**src/hdl/mtca_pkg.sv**
```systemverilog
package mtca_pkg;

    localparam int ROW_BITS       = 64;
    localparam int DEF_MAX_WIDTH  = 64;
    localparam int WIDTH_BITS     = 7;
    localparam int THR_BITS       = 4;
    localparam int CNT_BITS       = 4;
    localparam int CFG_ADDR_BITS  = 1;
    localparam int CFG_DATA_BITS  = 7;

    localparam logic [CFG_ADDR_BITS-1:0] REG_ROW_WIDTH      = 1'b0;
    localparam logic [CFG_ADDR_BITS-1:0] REG_LIVE_THRESHOLD = 1'b1;

    localparam logic [WIDTH_BITS-1:0] RST_ROW_WIDTH = 7'd64;
    localparam logic [WIDTH_BITS-1:0] MIN_WIDTH     = 7'd3;
    localparam logic [THR_BITS-1:0]   RST_THRESHOLD = 4'd7;

    // grid progress
    localparam logic [1:0] HELD_NONE = 2'd0;
    localparam logic [1:0] HELD_ONE  = 2'd1;
    localparam logic [1:0] HELD_TWO  = 2'd2;

    localparam int Q_DEPTH    = 3;
    localparam int Q_PTR_BITS = 2;
    localparam int Q_CNT_BITS = 2;

    typedef struct packed {
        logic up;
        logic mid;
        logic down;
    } t_col;

    typedef struct packed {
        logic [ROW_BITS-1:0] cells;
        logic                last;
    } t_res;

    typedef struct packed {
        logic first;
        logic second;
    } t_push;

endpackage

```
**src/hdl/mtca_ifs.sv**
```systemverilog
interface mtca_row_if import mtca_pkg::*; ();
    logic                valid;
    logic                ready;
    logic [ROW_BITS-1:0] row_cells;
    logic                final_row;

    modport source (output valid, output row_cells, output final_row, input ready);
    modport sink   (input valid, input row_cells, input final_row, output ready);
endinterface

interface mtca_res_if import mtca_pkg::*; ();
    logic                valid;
    logic                ready;
    logic [ROW_BITS-1:0] next_row_cells;
    logic                final_out;

    modport source (output valid, output next_row_cells, output final_out, input ready);
    modport sink   (input valid, input next_row_cells, input final_out, output ready);
endinterface

interface mtca_cfg_if import mtca_pkg::*; ();
    logic                     valid;
    logic                     ready;
    logic [CFG_ADDR_BITS-1:0] addr;
    logic [CFG_DATA_BITS-1:0] data;

    modport source (output valid, output addr, output data, input ready);
    modport sink   (input valid, input addr, input data, output ready);
endinterface

```
**src/hdl/mtca_cell.sv**
```systemverilog
module mtca_cell import mtca_pkg::*; #(
    parameter int COL_IDX = 0
) (
    input  logic                  i_clk,
    input  logic                  i_shift,
    input  logic                  i_row_bit,
    input  logic [WIDTH_BITS-1:0] i_width,
    input  logic [THR_BITS-1:0]   i_thresh,
    input  t_col                  i_left,
    input  t_col                  i_right,
    output t_col                  o_col,
    output logic                  o_next
);

    localparam logic [WIDTH_BITS-1:0] COL = WIDTH_BITS'(COL_IDX);

    logic                r_up;
    logic                r_mid;
    logic                w_act;
    logic                w_border;
    logic [CNT_BITS-1:0] w_cnt;

    always_ff @(posedge i_clk) begin
        if (i_shift) begin
            r_up  <= r_mid;
            r_mid <= i_row_bit;
        end
    end

    assign w_act    = (COL < i_width);
    assign w_border = (COL == '0) || (COL == i_width - 7'd1);

    assign o_col.up   = r_up & w_act;
    assign o_col.mid  = r_mid & w_act;
    assign o_col.down = i_row_bit;

    assign w_cnt = CNT_BITS'(i_left.up)  + CNT_BITS'(i_left.mid)  + CNT_BITS'(i_left.down)
                 + CNT_BITS'(o_col.up)   + CNT_BITS'(o_col.mid)   + CNT_BITS'(o_col.down)
                 + CNT_BITS'(i_right.up) + CNT_BITS'(i_right.mid) + CNT_BITS'(i_right.down);

    always_comb begin
        if (!w_act) begin
            o_next = 1'b0;
        end else if (w_border) begin
            o_next = o_col.mid;
        end else begin
            o_next = (w_cnt >= i_thresh);
        end
    end

endmodule

```
**src/hdl/mtca_outq.sv**
```systemverilog
module mtca_outq import mtca_pkg::*; (
    input  logic              i_clk,
    input  logic              i_rst_n,
    input  t_push             i_push,
    input  t_res              i_res0,
    input  t_res              i_res1,
    output logic              o_room,
    mtca_res_if.source        o_res
);

    t_res                  r_mem [Q_DEPTH];
    logic [Q_PTR_BITS-1:0] r_wr;
    logic [Q_PTR_BITS-1:0] r_rd;
    logic [Q_CNT_BITS-1:0] r_cnt;
    logic [Q_PTR_BITS-1:0] w_wr1;
    logic                  w_pop;

    function automatic logic [Q_PTR_BITS-1:0] ptr_next(input logic [Q_PTR_BITS-1:0] p);
        logic [Q_PTR_BITS-1:0] q;
        q = (p == Q_PTR_BITS'(Q_DEPTH - 1)) ? '0 : p + 1'b1;
        return q;
    endfunction

    assign w_wr1 = ptr_next(r_wr);
    assign w_pop = o_res.valid & o_res.ready;

    always_ff @(posedge i_clk) begin
        if (i_push.first) begin
            r_mem[r_wr] <= i_res0;
        end
        if (i_push.second) begin
            r_mem[w_wr1] <= i_res1;
        end
    end

    always_ff @(posedge i_clk) begin
        if (!i_rst_n) begin
            r_wr  <= '0;
            r_rd  <= '0;
            r_cnt <= '0;
        end else begin
            if (i_push.second) begin
                r_wr <= ptr_next(w_wr1);
            end else if (i_push.first) begin
                r_wr <= w_wr1;
            end
            if (w_pop) begin
                r_rd <= ptr_next(r_rd);
            end
            r_cnt <= r_cnt + Q_CNT_BITS'(i_push.first) + Q_CNT_BITS'(i_push.second)
                   - Q_CNT_BITS'(w_pop);
        end
    end

    assign o_room               = (r_cnt <= Q_CNT_BITS'(1));
    assign o_res.valid          = (r_cnt != '0);
    assign o_res.next_row_cells = r_mem[r_rd].cells;
    assign o_res.final_out      = r_mem[r_rd].last;

endmodule

```
**src/hdl/moore_threshold_ca_generation.sv**
```systemverilog
// channel  | dir | payload                      | handshake
// i_rows   | in  | row_cells[63:0], final_row   | valid/ready
// o_next   | out | next_row_cells[63:0], final_out | valid/ready
// i_cfg    | in  | addr (0 width, 1 threshold), data[6:0] | valid/ready, ready always high
//
// One row request per cycle while i_rows.ready is high; results go to a 3-entry
// output queue, which o_next reads out in order. A final row with rows held
// yields two results, pushed into the queue together.
// Each column cell counts its 3x3 neighborhood in the accept cycle.
// i_rows.ready drops when the queue holds two or more results.
// Synchronous reset clears control and sets width 64, threshold 7.
module moore_threshold_ca_generation import mtca_pkg::*; #(
    parameter int MAX_WIDTH = DEF_MAX_WIDTH
) (
    input  logic       i_clk,
    input  logic       i_rst_n,
    mtca_row_if.sink   i_rows,
    mtca_res_if.source o_next,
    mtca_cfg_if.sink   i_cfg
);

    logic [WIDTH_BITS-1:0] r_row_width;
    logic [THR_BITS-1:0]   r_thresh;
    logic [1:0]            r_held;
    logic [1:0]            n_held;

    logic [WIDTH_BITS-1:0] w_width;
    logic [ROW_BITS-1:0]   w_row;
    logic [ROW_BITS-1:0]   w_gen;
    logic [ROW_BITS-1:0]   w_mid_row;
    t_col                  w_col [MAX_WIDTH];
    logic                  w_acc;
    logic                  w_room;
    t_push                 w_push;
    t_res                  w_res0;
    t_res                  w_res1;

    assign i_cfg.ready = 1'b1;

    always_ff @(posedge i_clk) begin
        if (!i_rst_n) begin
            r_row_width <= RST_ROW_WIDTH;
            r_thresh    <= RST_THRESHOLD;
        end else if (i_cfg.valid) begin
            case (i_cfg.addr)
                REG_ROW_WIDTH: begin
                    r_row_width <= i_cfg.data;
                end
                REG_LIVE_THRESHOLD: begin
                    r_thresh <= i_cfg.data[THR_BITS-1:0];
                end
                default: begin
                end
            endcase
        end
    end

    always_comb begin
        if (r_row_width > WIDTH_BITS'(MAX_WIDTH)) begin
            w_width = WIDTH_BITS'(MAX_WIDTH);
        end else if (r_row_width < MIN_WIDTH) begin
            w_width = MIN_WIDTH;
        end else begin
            w_width = r_row_width;
        end
    end

    always_comb begin
        for (int j = 0; j < ROW_BITS; j++) begin
            w_row[j] = i_rows.row_cells[j] & (WIDTH_BITS'(j) < w_width);
        end
    end

    assign w_acc = i_rows.valid & i_rows.ready;

    genvar c;
    generate
        for (c = 0; c < MAX_WIDTH; c++) begin : g_cell
            t_col w_l;
            t_col w_r;
            if (c == 0) begin : g_l0
                assign w_l = '0;
            end else begin : g_l
                assign w_l = w_col[c-1];
            end
            if (c == MAX_WIDTH - 1) begin : g_r0
                assign w_r = '0;
            end else begin : g_r
                assign w_r = w_col[c+1];
            end
            mtca_cell #(.COL_IDX(c)) u_cell (
                .i_clk     (i_clk),
                .i_shift   (w_acc),
                .i_row_bit (w_row[c]),
                .i_width   (w_width),
                .i_thresh  (r_thresh),
                .i_left    (w_l),
                .i_right   (w_r),
                .o_col     (w_col[c]),
                .o_next    (w_gen[c])
            );
            assign w_mid_row[c] = w_col[c].mid;
        end
        if (MAX_WIDTH < ROW_BITS) begin : g_hi
            assign w_gen[ROW_BITS-1:MAX_WIDTH]     = '0;
            assign w_mid_row[ROW_BITS-1:MAX_WIDTH] = '0;
        end
    endgenerate

    always_comb begin
        w_res1.cells = w_row;
        w_res1.last  = 1'b1;
        case (r_held)
            HELD_NONE: begin
                w_res0.cells = w_row;
                w_res0.last  = 1'b1;
            end
            HELD_ONE: begin
                w_res0.cells = w_mid_row;
                w_res0.last  = 1'b0;
            end
            default: begin
                w_res0.cells = w_gen;
                w_res0.last  = 1'b0;
            end
        endcase
    end

    assign w_push.first  = w_acc & ((r_held != HELD_NONE) | i_rows.final_row);
    assign w_push.second = w_acc & (r_held != HELD_NONE) & i_rows.final_row;

    always_comb begin
        n_held = r_held;
        if (w_acc) begin
            if (i_rows.final_row) begin
                n_held = HELD_NONE;
            end else if (r_held == HELD_NONE) begin
                n_held = HELD_ONE;
            end else begin
                n_held = HELD_TWO;
            end
        end
    end

    always_ff @(posedge i_clk) begin
        if (!i_rst_n) begin
            r_held <= HELD_NONE;
        end else begin
            r_held <= n_held;
        end
    end

    mtca_outq u_outq (
        .i_clk   (i_clk),
        .i_rst_n (i_rst_n),
        .i_push  (w_push),
        .i_res0  (w_res0),
        .i_res1  (w_res1),
        .o_room  (w_room),
        .o_res   (o_next)
    );

    assign i_rows.ready = w_room;

    a_final_restarts: assert property (@(posedge i_clk) disable iff (!i_rst_n)
        w_acc && i_rows.final_row |=> r_held == HELD_NONE)
        else $error("grid did not restart after final row");

    a_held_code: assert property (@(posedge i_clk) disable iff (!i_rst_n)
        r_held == HELD_NONE || r_held == HELD_ONE || r_held == HELD_TWO)
        else $error("row progress out of range");

    a_final_shows: assert property (@(posedge i_clk) disable iff (!i_rst_n)
        w_acc && i_rows.final_row |=> o_next.valid)
        else $error("final row produced no result");

    a_second_implies_first: assert property (@(posedge i_clk) disable iff (!i_rst_n)
        w_push.second |-> w_push.first && w_room)
        else $error("second result pushed without first");

endmodule
```
**src/flat_wrapper.sv**
```systemverilog
// flat-port wrapper written by rule: the top's interface ports become plain ports
module moore_threshold_ca_generation_flat import mtca_pkg::*;
#(
    parameter int MAX_WIDTH = DEF_MAX_WIDTH
)
  (i_clk, i_rst_n, i_rows_valid, i_rows_row_cells, i_rows_final_row, i_rows_ready, o_next_valid, o_next_next_row_cells, o_next_final_out, o_next_ready, i_cfg_valid, i_cfg_addr, i_cfg_data, i_cfg_ready);
  mtca_row_if i_rows_i ();
  mtca_res_if o_next_i ();
  mtca_cfg_if i_cfg_i ();
  input  logic i_clk;
  input  logic i_rst_n;
  input wire logic [$bits(i_rows_i.valid)-1:0] i_rows_valid;
  input wire logic [$bits(i_rows_i.row_cells)-1:0] i_rows_row_cells;
  input wire logic [$bits(i_rows_i.final_row)-1:0] i_rows_final_row;
  output wire logic [$bits(i_rows_i.ready)-1:0] i_rows_ready;
  output wire logic [$bits(o_next_i.valid)-1:0] o_next_valid;
  output wire logic [$bits(o_next_i.next_row_cells)-1:0] o_next_next_row_cells;
  output wire logic [$bits(o_next_i.final_out)-1:0] o_next_final_out;
  input wire logic [$bits(o_next_i.ready)-1:0] o_next_ready;
  input wire logic [$bits(i_cfg_i.valid)-1:0] i_cfg_valid;
  input wire logic [$bits(i_cfg_i.addr)-1:0] i_cfg_addr;
  input wire logic [$bits(i_cfg_i.data)-1:0] i_cfg_data;
  output wire logic [$bits(i_cfg_i.ready)-1:0] i_cfg_ready;
  assign i_rows_i.valid = i_rows_valid;
  assign i_rows_i.row_cells = i_rows_row_cells;
  assign i_rows_i.final_row = i_rows_final_row;
  assign i_rows_ready = i_rows_i.ready;
  assign o_next_valid = o_next_i.valid;
  assign o_next_next_row_cells = o_next_i.next_row_cells;
  assign o_next_final_out = o_next_i.final_out;
  assign o_next_i.ready = o_next_ready;
  assign i_cfg_i.valid = i_cfg_valid;
  assign i_cfg_i.addr = i_cfg_addr;
  assign i_cfg_i.data = i_cfg_data;
  assign i_cfg_ready = i_cfg_i.ready;
  moore_threshold_ca_generation #(.MAX_WIDTH(MAX_WIDTH)) u_core (.i_clk(i_clk), .i_rst_n(i_rst_n), .i_rows(i_rows_i), .o_next(o_next_i), .i_cfg(i_cfg_i));
endmodule
```
**config.mk**
```make
export PLATFORM = sky130hd
export DESIGN_NAME = moore_threshold_ca_generation_flat
export DESIGN_NICKNAME = d
export VERILOG_FILES = /design/src/hdl/mtca_pkg.sv /design/src/hdl/mtca_ifs.sv /design/src/hdl/mtca_cell.sv /design/src/hdl/mtca_outq.sv /design/src/hdl/moore_threshold_ca_generation.sv /design/src/flat_wrapper.sv
export SDC_FILE = /design/constraint.sdc
export NUM_CORES = 2
export LEC_CHECK = 0
export BUFFER_PORTS_ARGS = -buffer_cell sky130_fd_sc_hd__buf_4
export CAP_MARGIN = 20
export CORE_MARGIN = 2
export CORE_UTILIZATION = 45
export DETAILED_ROUTE_END_ITERATION = 16
export HOLD_SLACK_MARGIN = 0.08
export PLACE_DENSITY_LB_ADDON = 0.15
export SLEW_MARGIN = 10
export SYNTH_ARGS = -nofsm -noshare
export SYNTH_HDL_FRONTEND = slang
export SYNTH_SLANG_ARGS = --single-unit
export TNS_END_PERCENT = 30
```
**constraint.sdc**
```tcl
create_clock -name i_clk -period 7.48 [get_ports i_clk]
set_input_delay 0 -clock i_clk [delete_from_list [all_inputs] [get_ports i_clk]]
set_output_delay 0 -clock i_clk [all_outputs]
set_load 0.02 [all_outputs]
```
# After elaboration in Yosys (flattened, before gate mapping)
# Memories as Yosys holds them, arrays and structs flattened. A register that Yosys moved wholly into a read port is not among the register bits.
# Cells that the tools add are included.
dict set report word_totals {
  mem_bits_rw 195
  n_memories 1
  out_inout_bits 68
  input_bits 78
  wordCells 1188
  register_bits 147
}
# memory depth word_bits rd rd_ports_with_merged_regs wr line_no
set memory_table {}
lappend memory_table {u_core.u_outq.r_mem 3 65 1 1 2 mtca_outq.sv:11} ;# t_res r_mem [Q_DEPTH];
dict set report op_classes {
  n_bitwise 199
  n_addsub 508
  mux 143
  eq_ne 67
  n_lt_le_gt_ge 130
  n_reduce_logical 6
}
# op count
set ops {}
lappend ops {{4-bit by 1-bit adder with 4-bit output} 312}
lappend ops {{3-bit by 1-bit adder with 4-bit output} 63}
lappend ops {{4-bit >= comparator} 63}
lappend ops {{6-bit by 7-bit == test with 1-bit output, first input constant} 32}
lappend ops {{6-bit by 7-bit less-than comparator with 1-bit output, first input constant} 32}
lappend ops {{1-bit bitwise AND} 197}
lappend ops {{2-bit by 1-bit adder with 3-bit output} 63}
lappend ops {{1-bit two-way mux} 131}
lappend ops {{65-bit case mux with 2 select lines} 1}
lappend ops {{1-bit by 1-bit adder with 2-bit output} 63}
lappend ops {{5-bit by 7-bit == test with 1-bit output, first input constant} 16}
lappend ops {{5-bit by 7-bit less-than comparator with 1-bit output, first input constant} 16}
lappend ops {{4-bit by 7-bit == test with 1-bit output, first input constant} 8}
lappend ops {{4-bit by 7-bit less-than comparator with 1-bit output, first input constant} 8}
lappend ops {{3-bit by 7-bit == test with 1-bit output, first input constant} 4}
lappend ops {{3-bit by 7-bit less-than comparator with 1-bit output, first input constant} 4}
lappend ops {{2-bit two-way mux} 9}
lappend ops {{2-bit by 7-bit == test with 1-bit output, first input constant} 2}
lappend ops {{1-bit by 7-bit less-than comparator with 1-bit output, first input constant} 2}
lappend ops {{2-bit by 7-bit less-than comparator with 1-bit output, first input constant} 2}
lappend ops {{7-bit two-way mux} 2}
lappend ops {{1-bit by 7-bit == test with 1-bit output, first input constant} 1}
lappend ops {{7-bit greater-than comparator, second input constant} 1}
lappend ops {{7-bit by 2-bit less-than comparator with 1-bit output, second input constant} 1}
lappend ops {{12 further kinds} 20}

# Longest topological paths before layout
dict set report logic_depth {
  ltp_word 17
  mapped_depth 23
  mapped_depth_nobuf 21
}

# Worst setup path after synthesis
# Ideal clock, no wire load.
dict set report synth_path {
  path_kind {register to register}
  from {register u_core.r_row_width[5]}
  to {memory u_core.u_outq.r_mem[2][5] (netlist name), data pin}
  arrival_ps 5301
  path_stages_with_launch 21
  slack_ps 1905
  required_ps 7206
  setup_ps 274
  path_cell_list {dfxtp_1 > clkbuf_2 > or2_2 > clkbuf_1 > nor2_1 > nand2_1 > nand2_1 > inv_1 > fa_1 > inv_1 > fa_1 > fa_1 > fa_1 > fa_1 > inv_1 > ha_1 > a21o_1 > a21o_1 > a2111oi_0 > a311o_1 > o22ai_1}
}
# item line_no
set synth_lines {}
lappend synth_lines {{from (decl)} moore_threshold_ca_generation.sv:22} ;# logic [WIDTH_BITS-1:0] r_row_width;
lappend synth_lines {{from (signal assigned)} moore_threshold_ca_generation.sv:47} ;# r_row_width <= i_cfg.data;
lappend synth_lines {{to (decl)} mtca_outq.sv:11}

==> results_dict.tcl <==
set metrics [dict create \
    die_width_um 277.5 \
    rows 100 \
    wl_per_cell_um 23.84 \
    drive_above_1_share_pct 9.385 \
    synthSimpleGateAreaFrac_pct 9.624 \
    ys_warn_count 0 \
    startpoint_type "flip-flop" \
    ys_seq_elements 344 \
    tns_ns 0 \
    hp-class "input port to flip-flop" \
    grt_pass1_wl_mm 166.5 \
    core-area_um2 74200 \
    ys_seq_area_share_pct 29.98 \
    slowest_delay_ns 0.84 \
    hpwl_mm 77.33 \
    synth-adder-area-share_pct 32.36 \
    power_leakage_nw 17.33 \
    fin_crit_sh_pct 89.05 \
    die-area_um2 77000 \
    numPortBuffers 144 \
    grt_usage_pct 28.81 \
    post-cts-setup-buffer-count 0 \
    peakVddDrop_v 0.0002105 \
    critPathCaptureType "flip-flop" \
    syn_avg_cell_area_um2 9.909 \
    crit_chain "clkinv_1 -> a31oi_1 -> nand2_1 -> inv_1 -> fa_1 -> inv_1 -> fa_1 -> fa_1 -> inv_1 -> fa_1 -> inv_1 -> fa_1 -> inv_1 -> ha_1 -> a211o_1 -> o211ai_1 -> a21oi_1 -> o21ai_0 -> o22ai_1" \
    grt_pass1_vias 26360 \
    drt-total-wl_mm 110.0 \
    crit_type "flip-flop to flip-flop" \
    stdcell_count 4613 \
    max_freq_mhz 150.1 \
    maxCapViolCount 0 \
    synth.distinct_cells 83 \
    critPathMaxFanout 21 \
    clock_latency_ns 0.59 \
    ios 146 \
    syn_inst 3397 \
    synth_top_family_by_area "adder cells" \
    synth-edff-count 320 \
    drt_iter0_drc 2439 \
    power.density_nw_per_um2 337.2 \
    fin_skew_ns 0.01048 \
    required_ns 7.76 \
    viasPerCell 5.675 \
    cts_buffers 44 \
    cts.sinks 344 \
    globalRouteOverflowTotal 0 \
    place_ws_ns 1.024 \
    synthMuxAreaShare_pct 3.862 \
    cts_resized 0 \
    final_cell_mix "624 x inv_1, 373 x ha_1, 357 x nand2_1, 320 x edfxtp_1, 311 x fa_1" \
    cts.htree.levels 2 \
    finalHoldViolations 0 \
    grt_max_degree 58 \
    worst_slew_pin_slew_ns 1.144 \
    synth_ff_type "edfxtp_1" \
    drt_drc_violations_left 0 \
    cts_tree "yes" \
    gp_congestion 0.9142 \
    synthesis.nets 4159 \
    synth_compound_area_share_pct 13.95 \
    drtPass1Iterations 5 \
    arrival_ns 6.94 \
    n_antenna_cell 0 \
    status "completed" \
    setup_violations 0 \
    antenna_found_initial 0 \
    synthesis.area_um2 33660 \
    cts_hold_buf 91 \
    final_common_cell "inv_1" \
    antenna_left 0 \
    cp_slowest_cell "dfxtp_1" \
    cts.clk_slew.worst_paths_ns 0.06 \
    grt_setup_unrepaired "no" \
    die_h_um 277.5 \
    clockBufferDepth 3 \
    slew_viol_final 0 \
    syn2layout_area_growth_pct 13.89 \
    start_util_pct 45.37 \
    synthArstFlopShare_pct 0 \
    vias 26180 \
    timing.hold.ws_ns 0.2244 \
    finalWorstPathRequiredPeriod_ns 6.661 \
    setup_slack_ns 0.8192 \
    relSlewSlack_pct 23.75 \
    dpl.cell_count 4442 \
    synth_xor_xnor_area_share_pct 1.665 \
    nNetsFinal 4372 \
    cts-root-buf "clkbuf_16" \
]
state kept, by name (all words and copies together) (netlist names), named ones only:
register / flops
u_core.u_outq.r_wr: 2
u_core.u_outq.r_rd: 2
u_core.g_cell.u_cell.r_up: 64
u_core.r_row_width: 7
u_core.g_cell.u_cell.r_mid: 64
u_core.r_thresh: 4
u_core.r_held: 2
u_core.u_outq.r_mem: 195
u_core.u_outq.r_cnt: 2
worst max-delay path: cells and delay by family (launching register included):
kind | cells | cell delay, ns
fa+ha+maj | 6 | 2.40
buf+inv | 6 | 1.23
simple gates | 1 | 0.22
compound gates | 6 | 1.66
flops | 1 | 0.84
synthesized netlist by cell type (64+ instances only):
cell | instances | area share, %
ha_1 | 373 | 14
edfxtp_1 | 320 | 29
nor2_1 | 80 | 0.89
o22ai_1 | 160 | 3.0
nor2b_1 | 80 | 1.5
mux2i_1 | 98 | 2.9
clkbuf_1 | 94 | 1.0
o21ai_0 | 182 | 2.7
nand2_1 | 365 | 4.1
inv_1 | 628 | 7.0
fa_1 | 311 | 18
xnor2_1 | 64 | 1.7
a21oi_1 | 118 | 1.8
path summary, 6_finish.rpt:
path,from,end,slack [ns],cells past startpoint
max reg2reg,u_core.r_row_width[6],u_core.u_outq.r_mem[2][36],0.82,19
max,u_core.r_row_width[6],u_core.u_outq.r_mem[2][36],0.82,19
min,i_rows_row_cells[1],u_core.g_cell[1].u_cell.r_mid,0.22,2
min reg2reg,u_core.u_outq.r_mem[2][0],u_core.u_outq.r_mem[2][0],0.46,1
stage by stage:
stage	total power, mW	instance area, um2	utilization, %
after floorplan	8.750	33660	-
after global placement	10.48	35970	48.48
after detailed placement	10.67	35970	48.48
after CTS	13.00	38330	51.67
after global routing	14.41	38330	51.67
final	12.93	38330	51.67
metal layers:
layer  vias to the layer above  track usage (%)  part of all wire (%)  wire length [um]
li1                      12050                -                     -                 -
met1                     12850            38.96                    42             46350
met2                      1089            47.23                    46             50890
met3                       185            5.432                   8.5              9350
met4                         0            8.194                   3.1              3369
met5                         -                0                     0                 0
where the power goes:
| part | internal (mW) | leakage, nW | switching [mW] |
|---|---|---|---|
| logic | 3.62 | 13.4 | 4.44 |
| clock network | 1.31 | 0.693 | 0.915 |
| registers | 2.46 | 3.25 | 0.190 |
| total | 7.38 | 17.3 | 5.55 |
cells by family (layout without fill, tap and decap cells):
group,count (synthesis),in the layout
fa+ha+maj,684,684
flops,344,344
mux,125,125
buf+inv,758,1005
compound gates,724,724
other cells,1,1
xor+xnor,64,64
simple gates,697,697
layout make-up:
class                   count  area [um2]
fillers                  6833       35860
multi-input cells        2295       20750
flip-flops and latches    344       10110
repair buffers            295        2442
inverters                 630        2366
well taps                 969        1212
clock buffers              52        1152
clock inverters            28       300.3
Note: power is estimated with default switching activity, not from simulation.
